`src/sv/assert_macros.svh`:
```
// Assertion helpers for the RTL files; the core file includes them.
`ifndef ASSERT_MACROS_SVH
`define ASSERT_MACROS_SVH

// Checked on every rising edge of clk, suspended while rst is high.
`define ASSERT_CLK(label, prop, msg) \
  label: assert property (@(posedge clk) disable iff (rst) prop) else $error(msg);

// Checked on every rising edge of clk, reset included.
`define ASSERT_ALWAYS(label, prop, msg) \
  label: assert property (@(posedge clk) prop) else $error(msg);

`endif

```
`src/sv/dspg_pkg.sv`:
```
`default_nettype none
package dspg_pkg;

  localparam logic [15:0] TICKS_MAX = 16'hFFFF;

  typedef enum logic [2:0] {
    CFG_LEFT_PERIOD         = 3'd0,
    CFG_RIGHT_PERIOD        = 3'd1,
    CFG_LEFT_ENABLE         = 3'd2,
    CFG_RIGHT_ENABLE        = 3'd3,
    CFG_LEFT_REVERSE        = 3'd4,
    CFG_RIGHT_REVERSE       = 3'd5,
    CFG_LEFT_FORWARD_LEVEL  = 3'd6,
    CFG_RIGHT_FORWARD_LEVEL = 3'd7
  } cfg_index_t;

  typedef struct packed {
    logic [15:0] period;
    logic        enable;
    logic        reverse;
    logic        fwd_level;
  } motor_cfg_t;

  typedef struct packed {
    logic               left_clock;
    logic               right_clock;
    logic               left_dir;
    logic               right_dir;
    logic signed [31:0] left_count;
    logic signed [31:0] right_count;
    logic               window_done;
    logic signed [15:0] left_delta;
    logic signed [15:0] right_delta;
  } result_t;

  typedef struct packed {
    logic main_valid;
    logic skid_valid;
  } buf_status_t;

endpackage
`default_nettype wire

```
`src/sv/dspg_motor.sv`:
```
`default_nettype none
module dspg_motor import dspg_pkg::*; (
  input  wire logic               clk,
  input  wire logic               rst,
  input  wire motor_cfg_t         cfg,
  input  wire logic               step,
  input  wire logic               clear,
  output logic                    clock_next,
  output logic                    dir,
  output logic signed [31:0]      count_next,
  output logic        [15:0]      odo_next
);

  logic        [15:0] ticks, ticks_next;
  logic               clock_level;
  logic signed [31:0] steps;
  logic        [15:0] odo;
  logic signed [31:0] base;
  logic               fire;

  assign dir  = cfg.fwd_level ^ cfg.reverse;
  assign fire = cfg.enable && (cfg.period <= ticks);
  assign base = clear ? 32'sd0 : steps;

  always_comb begin
    clock_next = clock_level;
    count_next = base;
    odo_next   = odo;
    ticks_next = ticks;
    if (fire) begin
      clock_next = ~clock_level;
      ticks_next = '0;
      count_next = cfg.reverse ? base - 32'sd1 : base + 32'sd1;
      odo_next   = dir ? odo + 16'd1 : odo - 16'd1;
    end else if (ticks != TICKS_MAX) begin
      ticks_next = ticks + 16'd1;
    end
  end

  // Only the low half of the odometer is kept: the window delta needs no more.
  always_ff @(posedge clk) begin
    if (rst) begin
      ticks       <= '0;
      clock_level <= 1'b0;
      steps       <= '0;
      odo         <= '0;
    end else if (step) begin
      ticks       <= ticks_next;
      clock_level <= clock_next;
      steps       <= count_next;
      odo         <= odo_next;
    end
  end

endmodule
`default_nettype wire

```
`src/sv/dspg_window.sv`:
```
`default_nettype none
module dspg_window import dspg_pkg::*; #(
  parameter int WINDOW = 400
) (
  input  wire logic               clk,
  input  wire logic               rst,
  input  wire logic               step,
  input  wire logic [15:0]        left_odo,
  input  wire logic [15:0]        right_odo,
  output logic                    done,
  output logic signed [15:0]      left_delta,
  output logic signed [15:0]      right_delta
);

  localparam int WinW = $clog2(WINDOW + 1);
  localparam logic [WinW-1:0] WinLast = WinW'(WINDOW);

  logic [WinW-1:0] window_ticks;
  logic [15:0]     left_last, right_last;

  assign done        = (window_ticks == WinLast);
  assign left_delta  = done ? signed'(left_odo - left_last) : 16'sd0;
  assign right_delta = done ? signed'(right_odo - right_last) : 16'sd0;

  // The counter never passes WINDOW, so it needs no wrap of its own.
  always_ff @(posedge clk) begin
    if (rst) begin
      window_ticks <= '0;
      left_last    <= '0;
      right_last   <= '0;
    end else if (step) begin
      if (done) begin
        window_ticks <= WinW'(1);
        left_last    <= left_odo;
        right_last   <= right_odo;
      end else begin
        window_ticks <= window_ticks + WinW'(1);
      end
    end
  end

endmodule
`default_nettype wire

```
`src/sv/dspg_out_buf.sv`:
```
`default_nettype none
module dspg_out_buf import dspg_pkg::*; (
  input  wire logic    clk,
  input  wire logic    rst,
  input  wire logic    push,
  input  wire result_t push_data,
  output logic         push_ready,
  output logic         pop_valid,
  input  wire logic    pop_ready,
  output result_t      pop_data,
  output buf_status_t  status
);

  logic    main_valid, skid_valid;
  result_t skid_data;
  logic    pop;
  logic    main_free;

  assign pop        = main_valid && pop_ready;
  assign main_free  = !main_valid || pop;
  assign push_ready = !skid_valid;
  assign pop_valid  = main_valid;
  assign status     = '{main_valid: main_valid, skid_valid: skid_valid};

  always_ff @(posedge clk) begin
    if (rst) begin
      main_valid <= 1'b0;
      skid_valid <= 1'b0;
    end else begin
      if (main_free) begin
        main_valid <= skid_valid || push;
        skid_valid <= 1'b0;
      end else if (push) begin
        skid_valid <= 1'b1;
      end
    end
  end

  // A waiting skid beat always moves ahead of a new one, keeping order.
  always_ff @(posedge clk) begin
    if (main_free) begin
      pop_data <= skid_valid ? skid_data : push_data;
    end
    if (push && !main_free) begin
      skid_data <= push_data;
    end
  end

endmodule
`default_nettype wire

```
`src/sv/dual_stepper_pulse_generator_core.sv`:
```
// Step and direction pulse generator for two stepper motors.
// Each beat on the input channel (in_valid, in_ready, clear_counts) is one
// timer tick. Each tick yields exactly one result beat on the output channel
// (out_valid, out_ready and the result fields): clock and direction pin
// levels, both clearable step counts, and once every WINDOW ticks the
// odometer deltas flagged by window_done.
// All motor state is updated at the tick's accept edge and the result is
// registered there. One tick is taken every cycle while in_ready is high,
// set by the single pass through the tick compare and counter increments.
// A two-entry output buffer lets a tick be accepted while a result waits;
// in_ready falls only once two results are held, and rises again when the
// receiver takes one. Stalling never drops or repeats a result.
// The configuration registers are written through cfg_write, cfg_index and
// cfg_data with no wait; they are meant to change only while idle.
// Reset clears all counters and clock levels, empties the buffer, and sets
// the registers to zero except right_forward_level, which comes up high.
// The first window closes on tick WINDOW+1 after reset, later ones every
// WINDOW ticks.
`default_nettype none
`include "assert_macros.svh"
module dual_stepper_pulse_generator_core import dspg_pkg::*; #(
  parameter int WINDOW = 400
) (
  input  wire logic               clk,
  input  wire logic               rst,
  input  wire logic               cfg_write,
  input  wire logic [2:0]         cfg_index,
  input  wire logic [15:0]        cfg_data,
  input  wire logic               in_valid,
  output logic                    in_ready,
  input  wire logic               clear_counts,
  output logic                    out_valid,
  input  wire logic               out_ready,
  output logic                    left_clock,
  output logic                    right_clock,
  output logic                    left_dir,
  output logic                    right_dir,
  output logic signed [31:0]      left_count,
  output logic signed [31:0]      right_count,
  output logic                    window_done,
  output logic signed [15:0]      left_delta,
  output logic signed [15:0]      right_delta
);

  motor_cfg_t  left_cfg, right_cfg;
  logic        step;
  result_t     res, out_data;
  buf_status_t buf_status;
  logic [15:0] left_odo, right_odo;

  always_ff @(posedge clk) begin
    if (rst) begin
      left_cfg  <= '{period: 16'd0, enable: 1'b0, reverse: 1'b0, fwd_level: 1'b0};
      right_cfg <= '{period: 16'd0, enable: 1'b0, reverse: 1'b0, fwd_level: 1'b1};
    end else if (cfg_write) begin
      unique case (cfg_index_t'(cfg_index))
        CFG_LEFT_PERIOD:         left_cfg.period     <= cfg_data;
        CFG_RIGHT_PERIOD:        right_cfg.period    <= cfg_data;
        CFG_LEFT_ENABLE:         left_cfg.enable     <= cfg_data[0];
        CFG_RIGHT_ENABLE:        right_cfg.enable    <= cfg_data[0];
        CFG_LEFT_REVERSE:        left_cfg.reverse    <= cfg_data[0];
        CFG_RIGHT_REVERSE:       right_cfg.reverse   <= cfg_data[0];
        CFG_LEFT_FORWARD_LEVEL:  left_cfg.fwd_level  <= cfg_data[0];
        CFG_RIGHT_FORWARD_LEVEL: right_cfg.fwd_level <= cfg_data[0];
        default: ;
      endcase
    end
  end

  assign step = in_valid && in_ready;

  dspg_motor u_left (
    .clk        (clk),
    .rst        (rst),
    .cfg        (left_cfg),
    .step       (step),
    .clear      (clear_counts),
    .clock_next (res.left_clock),
    .dir        (res.left_dir),
    .count_next (res.left_count),
    .odo_next   (left_odo)
  );

  dspg_motor u_right (
    .clk        (clk),
    .rst        (rst),
    .cfg        (right_cfg),
    .step       (step),
    .clear      (clear_counts),
    .clock_next (res.right_clock),
    .dir        (res.right_dir),
    .count_next (res.right_count),
    .odo_next   (right_odo)
  );

  dspg_window #(.WINDOW(WINDOW)) u_window (
    .clk         (clk),
    .rst         (rst),
    .step        (step),
    .left_odo    (left_odo),
    .right_odo   (right_odo),
    .done        (res.window_done),
    .left_delta  (res.left_delta),
    .right_delta (res.right_delta)
  );

  dspg_out_buf u_out_buf (
    .clk        (clk),
    .rst        (rst),
    .push       (step),
    .push_data  (res),
    .push_ready (in_ready),
    .pop_valid  (out_valid),
    .pop_ready  (out_ready),
    .pop_data   (out_data),
    .status     (buf_status)
  );

  assign left_clock  = out_data.left_clock;
  assign right_clock = out_data.right_clock;
  assign left_dir    = out_data.left_dir;
  assign right_dir   = out_data.right_dir;
  assign left_count  = out_data.left_count;
  assign right_count = out_data.right_count;
  assign window_done = out_data.window_done;
  assign left_delta  = out_data.left_delta;
  assign right_delta = out_data.right_delta;

  `ASSERT_ALWAYS(a_skid_behind_main, buf_status.skid_valid |-> buf_status.main_valid, "skid beat held with empty main register")
  `ASSERT_CLK(a_push_shows, step && !buf_status.main_valid |=> out_valid, "accepted tick did not reach the output")
  `ASSERT_CLK(a_skid_holds, buf_status.skid_valid && !out_ready |=> buf_status.skid_valid, "skid beat lost while stalled")
  `ASSERT_CLK(a_window_spacing, step && res.window_done |=> !res.window_done, "window closed on two ticks running")

endmodule
`default_nettype wire
```
`config.mk`:
```
export PLATFORM = sky130hd
export DESIGN_NAME = dual_stepper_pulse_generator_core
export DESIGN_NICKNAME = d
export VERILOG_FILES = /design/src/sv/dspg_pkg.sv /design/src/sv/dspg_motor.sv /design/src/sv/dspg_window.sv /design/src/sv/dspg_out_buf.sv /design/src/sv/dual_stepper_pulse_generator_core.sv
export VERILOG_INCLUDE_DIRS = /design/src /design/src/sv
export SDC_FILE = /design/constraint.sdc
export NUM_CORES = 1
export LEC_CHECK = 0
export CELL_PAD_IN_SITES_DETAIL_PLACEMENT = 1
export CELL_PAD_IN_SITES_GLOBAL_PLACEMENT = 1
export CORE_MARGIN = 4
export CORE_UTILIZATION = 30
export DETAILED_ROUTE_END_ITERATION = 16
export DONT_BUFFER_PORTS = 1
export GPL_TIMING_DRIVEN = 0
export HOLD_SLACK_MARGIN = 0.03
export PLACE_DENSITY = 0.52
export SYNTH_ARGS = -nofsm -noshare
export SYNTH_HDL_FRONTEND = slang
export SYNTH_SLANG_ARGS = --single-unit
```
`constraint.sdc`:
```
create_clock -name clk -period 8.32 [get_ports clk]
set_input_delay 0.416 -clock clk [delete_from_list [all_inputs] [get_ports clk]]
set_output_delay 0.416 -clock clk [all_outputs]
set_load 0.05 [all_outputs]
```
Word level (Yosys, flattened, before mapping)
Cells that the tools add are included.

cells by class
  order comparisons = 2
  muxes and demuxes = 20
  bitwise gates (word level) = 4
  reductions and logical operators = 25
  add/sub/neg operators = 13
  equality and inequality tests = 10

operators with widths
  kind                   number
  $mux 32                6
  $mux 16                10
  $mux 101               1
  $add 16x1->16 const B  4
  $add 32x2->32 const B  2
  $sub 32x2->32 const B  2
  $le 16x16->1           2
  $ne 16x16->1 const B   2
  $sub 16x1->16 const B  2
  $sub 16x16->16         2
  $reduce_and 2->1       11
  $eq 3x3->1 const B     4
  $add 9x1->9 const B    1
  $eq 9x9->1 const B     1
  $mux 9                 1
  $eq 3x2->1 const B     2
  $logic_and 1x1->1      5
  $reduce_bool 2->1      2
  $eq 3x1->1 const B     1
  $logic_not 1->1        3
  $logic_not 3->1        1
  $logic_or 1x1->1       2
  $mux 1                 2
  $not 1->1              2
  other kinds (2)        3

word-level totals
  bits in registers = 413
  word-level logic and storage cells = 113

Depth between registers and ports, before layout
  depth after elaboration = 6
  mapped depth = 24

By module
A second synthesis with hierarchy kept.

unflattened totals
  cell total of the unflattened synthesis = 2,479
  area total of the unflattened synthesis = 24,287.0 µm²

by module, submodules not included
  module                             seq. area each (µm²)  area each (µm²)  cells an instance  instances
  dspg_out_buf                       6,105.9               7,390.8          325                1
  dspg_motor at u_left               1,301.2               6,067.1          769                1
  dspg_motor at u_right              1,301.2               5,958.2          785                1
  dspg_window                        820.8                 3,189.3          444                1
  dual_stepper_pulse_generator_core  760.7                 1,681.6          156                1

Worst setup path before layout
Ideal clock, no wire load.

  kind = register to register
  from = register u_out_buf.main_valid, in the netlist u_out_buf.pop_valid
  to = register u_out_buf.skid_data[0] (netlist name) (enable)
  period minus slack after synthesis = 8.175 ns
  cell stages (with the launch flop) = 3
  arrival time = 7.613 ns
  slack = 0.145 ns
  path buffers = 0
  required time = 7.758 ns
  cell sequence = dfxtp_1 -> nand2b_1 -> nor2_1

on the way
  cells in the longest elaborated chain, start to end = 4
  elaborated cells on any way between the ends = 5

ends and longest elaborated chain
  what                                                  RTL line                                RTL
  start, declared                                       dspg_out_buf.sv:14                      logic main_valid, skid_valid;
  start signal, assigned                                dspg_out_buf.sv:31                      main_valid <= skid_valid || push;
  $logic_not 1->1 or $logic_and 1x1->1 (tied branches)  dspg_out_buf.sv:20, dspg_out_buf.sv:19
  $logic_or 1x1->1 (*)                                  dspg_out_buf.sv:20                      assign main_free = !main_valid || pop;
  net u_out_buf.main_free                               dspg_out_buf.sv:17                      logic main_free;
  $logic_not 1->1 (*)                                   dspg_out_buf.sv:44                      if (push && !main_free) begin
  $logic_and 1x1->1 (*)                                 dspg_out_buf.sv:44
  end signal, assigned                                  dspg_out_buf.sv:45                      skid_data <= push_data;
  end, declared                                         dspg_out_buf.sv:15                      result_t skid_data;

Mark *: on every way through the listed nets, which the timed path passes. The rest lies on a longest branch.
A chain may end at the register's enable or synchronous reset.

Worst setup path in the final report
  from = register u_right.ticks[1]
  to = register u_out_buf.pop_data[15] (netlist name) (data pin)

on the way
  cells in the longest elaborated chain, start to end = 6

ends and longest elaborated chain
  what                    RTL line                                 RTL
  start, declared         dspg_motor.sv:14                         logic [15:0] ticks, ticks_next;
  start signal, assigned  dspg_motor.sv:48                         ticks <= ticks_next;
  $le 16x16->1            dspg_motor.sv:22                         assign fire = cfg.enable && (cfg.period <= ticks);
  $logic_and 1x1->1       dspg_motor.sv:22
  $mux 16                 dspg_motor.sv:30                         if (fire) begin
  net right_odo[5]        dual_stepper_pulse_generator_core.sv:49  logic [15:0] left_odo, right_odo;
  $sub 16x16->16          dspg_window.sv:23                        assign right_delta = done ? signed'(right_odo - right_last) : 16'sd0;
  $mux 16                 dspg_window.sv:23
  $mux 101                dspg_out_buf.sv:42                       pop_data <= skid_valid ? skid_data : push_data;
  end signal, assigned    dspg_out_buf.sv:42
  end, declared           dspg_out_buf.sv:10                       output result_t pop_data,

The timed path passes the listed nets, and every way through them passes these cells.

==> flow_metrics.py <==
metrics = {
    "run_status": {
        "outcome": "finished, final reports clean",
    },
    "floorplan": {
        "die_y_microns": 286,
        "floorplan.initialDensity": 0.305,
        "core_area_sq_mm": 0.0763,
        "ioPinCount": 128,
        "floorplan.die_area_sq_mm": 0.0820,
        "rows": 101,
        "die_width_microns": 286,
    },
    "clock_network": {
        "cts_buffers": 52,
        "ctsResizeCount": 0,
        "ctsLongestPathBuffers": 3,
        "htree_num_levels": 2,
        "clock_tree_from_tritoncts": "yes",
        "clkLatencyLatePin_ps": 620,
        "clock_sinks": 413,
        "clk_root_buffer_cell": "sky130_fd_sc_hd__clkbuf_16",
        "clk_pin_slew_worst_paths_ps": 60,
    },
    "min_path": {
        "worst_hold_path_type": "in -> reg",
        "whs_endpoint": "left_cfg[0]",
        "min-delay-start": "cfg_index[1]",
        "timing.hold.worst_path_depth": 3,
    },
    "flow_run": {
        "max_cap_violations": 0,
    },
    "yosys": {
        "synthCells": 2506,
        "synth_warnings": 0,
        "synth_compound_gate_area_share": 0.157,
        "synth.area.mux_share": 0.0453,
        "largest_family_of_logic_cells_by_synthesized_area": "simple AND/OR/NAND/NOR gates",
        "synth_cell_types": 80,
        "ys_ff_latch": 413,
        "synthesized_net_count": 2693,
        "synth-edff-count": 202,
        "synth_simple_gate_area_frac": 0.176,
        "netlist_area_sq_mm": 0.0233,
        "synthFlopType": "sky130_fd_sc_hd__dfxtp_1",
        "synth_xor_area_frac": 0.0539,
        "postSynthAreaPerCell_sq_um": 9.28,
        "yosysSeqAreaShare": 0.443,
        "synth_adder_area_share": 0.0891,
        "postSynth.asyncResetShare": 0,
    },
    "critical_path": {
        "rrSetupSlack_ps": 1530,
        "timing.critical_path.from_type": "register",
        "cp_top_family": "compound AO/OA/AOI/OAI gates",
        "timing.rr.start": "u_right.ticks[1]",
        "crit_path_cell_trace": "inv_1 > ha_1 > nor2b_1 > o21a_1 > o21a_1 > o21ai_0 > o2111ai_1 > nand2_1 > clkbuf_1 > clkbuf_1 > mux2i_1 > inv_1 > ha_1 > a21oi_1 > nor2b_1 > o21ai_0 > a31o_2 > nor2_1 > a2111oi_0 > o2bb2ai_1 > xnor2_1 > xnor2_1 > o31ai_1",
        "critPathKind": "reg -> reg",
        "r2r-end": "u_out_buf.pop_data[15]",
        "crit_buf_inv": 4,
        "cp_max_fo": 10,
        "critical-path-slowest-cell": "sky130_fd_sc_hd__a2111oi_0",
        "end_kind": "register",
        "crit_arrival_ps": 7140,
        "critical_path_data_required_time_ps": 8660,
        "delay_of_the_slowest_critical_path_stage_ps": 710,
        "rr_worst_depth": 23,
    },
    "power_and_ir_drop": {
        "p_sw_frac": 0.276,
        "switching_power_mw": 1.48,
        "p_seq_frac": 0.447,
        "vdd_drop_max_v": 0.000167,
        "cellLeakagePower_nw": 10.3,
        "power_frac_comb": 0.102,
        "power.internal_mw": 3.88,
        "clkPwrFrac": 0.451,
        "p_per_area_mw_per_mm2": 201,
    },
    "global_routing": {
        "grt_antenna_before_repair": 2,
        "track_usage": 0.185,
        "grt-ovfl-total": 0,
        "grt_start_max_net_pins": 56,
        "grt_pass1_wl_microns": 118000,
        "grt_pass1_vias": 19600,
    },
    "routing": {
        "detail_route.drc_violations": 0,
        "post_drt_via_cell_ratio": 5.16,
        "ant_nets": 0,
        "drt_pass1_iterations": 5,
        "detail_route.iter0.violations": 1038,
        "wire_per_inst_microns": 21.1,
        "routed-via-count": 18900,
        "postRouteWirelength_microns": 77200,
    },
    "sta": {
        "timing.clock.skew_ps": 27.8,
        "maxClockFrequency_ghz": 0.147,
        "tightestPinTransition_ps": 1370,
        "total_count_of_hold_check_failures_in_the_final_report": 0,
        "timing_max_transition_violations_final": 0,
        "finalWorstPathRequiredPeriod_ps": 6790,
        "worst_slack_ps": 1530,
        "setup-violations-final": 0,
        "rsz_0062_raised_after_global_routing": "no",
        "min_period_over_period": 0.817,
        "max_slew_margin": 0.0865,
    },
    "layout": {
        "finalCoreUtilization": 0.350,
        "drive_above_1_share": 0.0735,
        "design.final.nets": 2771,
        "syn_to_final_growth_pct": 14.7,
        "num_antenna_cells": 0,
    },
    "placement": {
        "port_buffer_count": 0,
        "placement_stage_worst_setup_slack_ps": 1470,
        "dp_hpwl_microns": 56800,
        "gp_routability_congestion": 0.879,
    },
}
[layout make-up]
cell class | count | area, sq um
plain buffers | 104 | 394
clock buffers | 63 | 1350
clock inverters | 34 | 450
fillers | 8766 | 49700
inverters | 118 | 443
multi-input cells | 1871 | 12100
flip-flops and latches | 413 | 10300
well taps | 1030 | 1290
repair buffers | 24 | 315
[cells in the mapped netlist, drive strengths merged, types with 8 or more instances]
cell type,count,area [sq um]
buf,21,82.6
o31ai,30,225
nand3,53,265
nand2b,15,93.8
a211oi,30,225
dfxtp,211,4220
a22o,21,184
clkbuf,83,312
o211ai,8,60.1
a21o,36,270
o21ai,124,621
o21bai,15,113
nand2,295,1110
and2,14,87.6
o21a,24,180
and3,17,106
nand4,22,138
nor2b,83,519
a31oi,24,165
edfxtp,202,6070
nor2,290,1090
inv,117,439
ha,156,1950
mux2,82,923
xnor2,94,823
mux2i,13,130
xor2,49,429
or3,19,119
nor3,67,335
a21oi,180,901
[worst reg2reg max path: stages (launching register included)]
cell and delay, ps:
sky130_fd_sc_hd__dfxtp_1 420, sky130_fd_sc_hd__inv_1 80, sky130_fd_sc_hd__ha_1 290, sky130_fd_sc_hd__nor2b_1 140, sky130_fd_sc_hd__o21a_1 160, sky130_fd_sc_hd__o21a_1 160
sky130_fd_sc_hd__o21ai_0 190, sky130_fd_sc_hd__o2111ai_1 470, sky130_fd_sc_hd__nand2_1 410, sky130_fd_sc_hd__clkbuf_1 670, sky130_fd_sc_hd__clkbuf_1 550, sky130_fd_sc_hd__mux2i_1 370
sky130_fd_sc_hd__inv_1 90, sky130_fd_sc_hd__ha_1 370, sky130_fd_sc_hd__a21oi_1 160, sky130_fd_sc_hd__nor2b_1 50, sky130_fd_sc_hd__o21ai_0 240, sky130_fd_sc_hd__a31o_2 230
sky130_fd_sc_hd__nor2_1 50, sky130_fd_sc_hd__a2111oi_0 710, sky130_fd_sc_hd__o2bb2ai_1 220, sky130_fd_sc_hd__xnor2_1 100, sky130_fd_sc_hd__xnor2_1 290, sky130_fd_sc_hd__o31ai_1 110
[how the worst max path moves through the flow]
stage | startpoint | to | cells after the start
final | u_right.ticks[1] | u_out_buf.pop_data[15] | 23
after global routing | u_right.ticks[1] | u_out_buf.pop_data[15] | 23
after CTS | u_right.ticks[1] | u_out_buf.pop_data[15] | 23
after detailed placement | u_right.ticks[1] | u_out_buf.pop_data[15] | 23
after global placement | out_ready | u_out_buf.skid_data[48] | 2
after floorplan | u_out_buf.pop_valid | u_out_buf.skid_data[0] | 2
[timing repair]
item                      4_1_cts  5_1_grt
hold endpoints to repair       32        0
hold buffers                   18        0
setup buffers                   0        0
[logic make-up (layout without fill, tap and decap cells)]
family          count (synthesis)  in the layout
compound gates                567            567
flops                         413            413
fa+ha+maj                     162            162
simple gates                  904            904
xor+xnor                      143            143
buf+inv                       222            343
mux                            95             95
[per-stage QoR]
step / total power, mW / TNS, ps / hold slack [ps] / instance area (sq um) / cells
floorplan: 2.80 / 0 / 425 / 23300 / 2506
global placement: 2.98 / -759690 / 439 / 24500 / 3536
detailed placement: 2.99 / 0 / 452 / 24700 / 3542
CTS: 5.44 / 0 / 41.4 / 26700 / 3657
global route: 5.59 / 0 / 90.9 / 26700 / 3657
finish: 5.36 / 0 / 79.4 / 26700 / 3657
[layer usage]
layer	vias to the layer above	GRT usage	share of wire	wire, microns
met5	-	0	0.00044	34
met3	97	0.0324	0.042	3270
met1	9382	0.245	0.46	35900
met4	4	0.0497	0.026	1990
met2	315	0.312	0.47	36000
li1	9083	-	-	-
[state kept, by name, indices dropped and copies added, names as in the netlist]
register               count
u_left.clock_level         1
u_right.steps             32
right_cfg                 19
u_right.odo               16
u_window.window_ticks      9
u_window.left_last        16
u_out_buf.pop_valid        1
u_out_buf.skid_valid       1
u_right.ticks             16
u_left.ticks              16
u_left.steps              32
u_right.clock_level        1
u_window.right_last       16
u_out_buf.pop_data       101
u_left.odo                16
u_out_buf.skid_data      101
left_cfg                  19
[power groups by stage]
stage	sequential [mW]	clock (mW)	combinational, mW
after global placement	2.45	0	0.524
after global routing	2.41	2.57	0.611
after detailed placement	2.44	0	0.543
after CTS	2.40	2.49	0.555
after floorplan	2.43	0	0.374
final	2.40	2.42	0.548
[placed cells by master, fill, tap and decap left out, types with 19 or more instances in the layout]
master,netlist,layout
sky130_fd_sc_hd__clkbuf_1,83,93
sky130_fd_sc_hd__o21ai_0,117,117
sky130_fd_sc_hd__a21o_1,36,36
sky130_fd_sc_hd__nand4_1,22,22
sky130_fd_sc_hd__clkbuf_16,0,52
sky130_fd_sc_hd__nand2_1,295,295
sky130_fd_sc_hd__a22o_1,21,21
sky130_fd_sc_hd__o31ai_1,30,30
sky130_fd_sc_hd__nor3_1,67,67
sky130_fd_sc_hd__dfxtp_1,211,209
sky130_fd_sc_hd__a211oi_1,30,30
sky130_fd_sc_hd__inv_1,117,117
sky130_fd_sc_hd__a21oi_1,180,180
sky130_fd_sc_hd__or3_1,19,19
sky130_fd_sc_hd__xor2_1,49,49
sky130_fd_sc_hd__edfxtp_1,202,202
sky130_fd_sc_hd__a31oi_1,23,23
sky130_fd_sc_hd__nor2b_1,83,83
sky130_fd_sc_hd__nand3_1,53,53
sky130_fd_sc_hd__nor2_1,289,288
sky130_fd_sc_hd__mux2_2,82,82
sky130_fd_sc_hd__xnor2_1,94,94
sky130_fd_sc_hd__o21a_1,24,24
sky130_fd_sc_hd__ha_1,156,156
(Power assumes the default switching activity.)
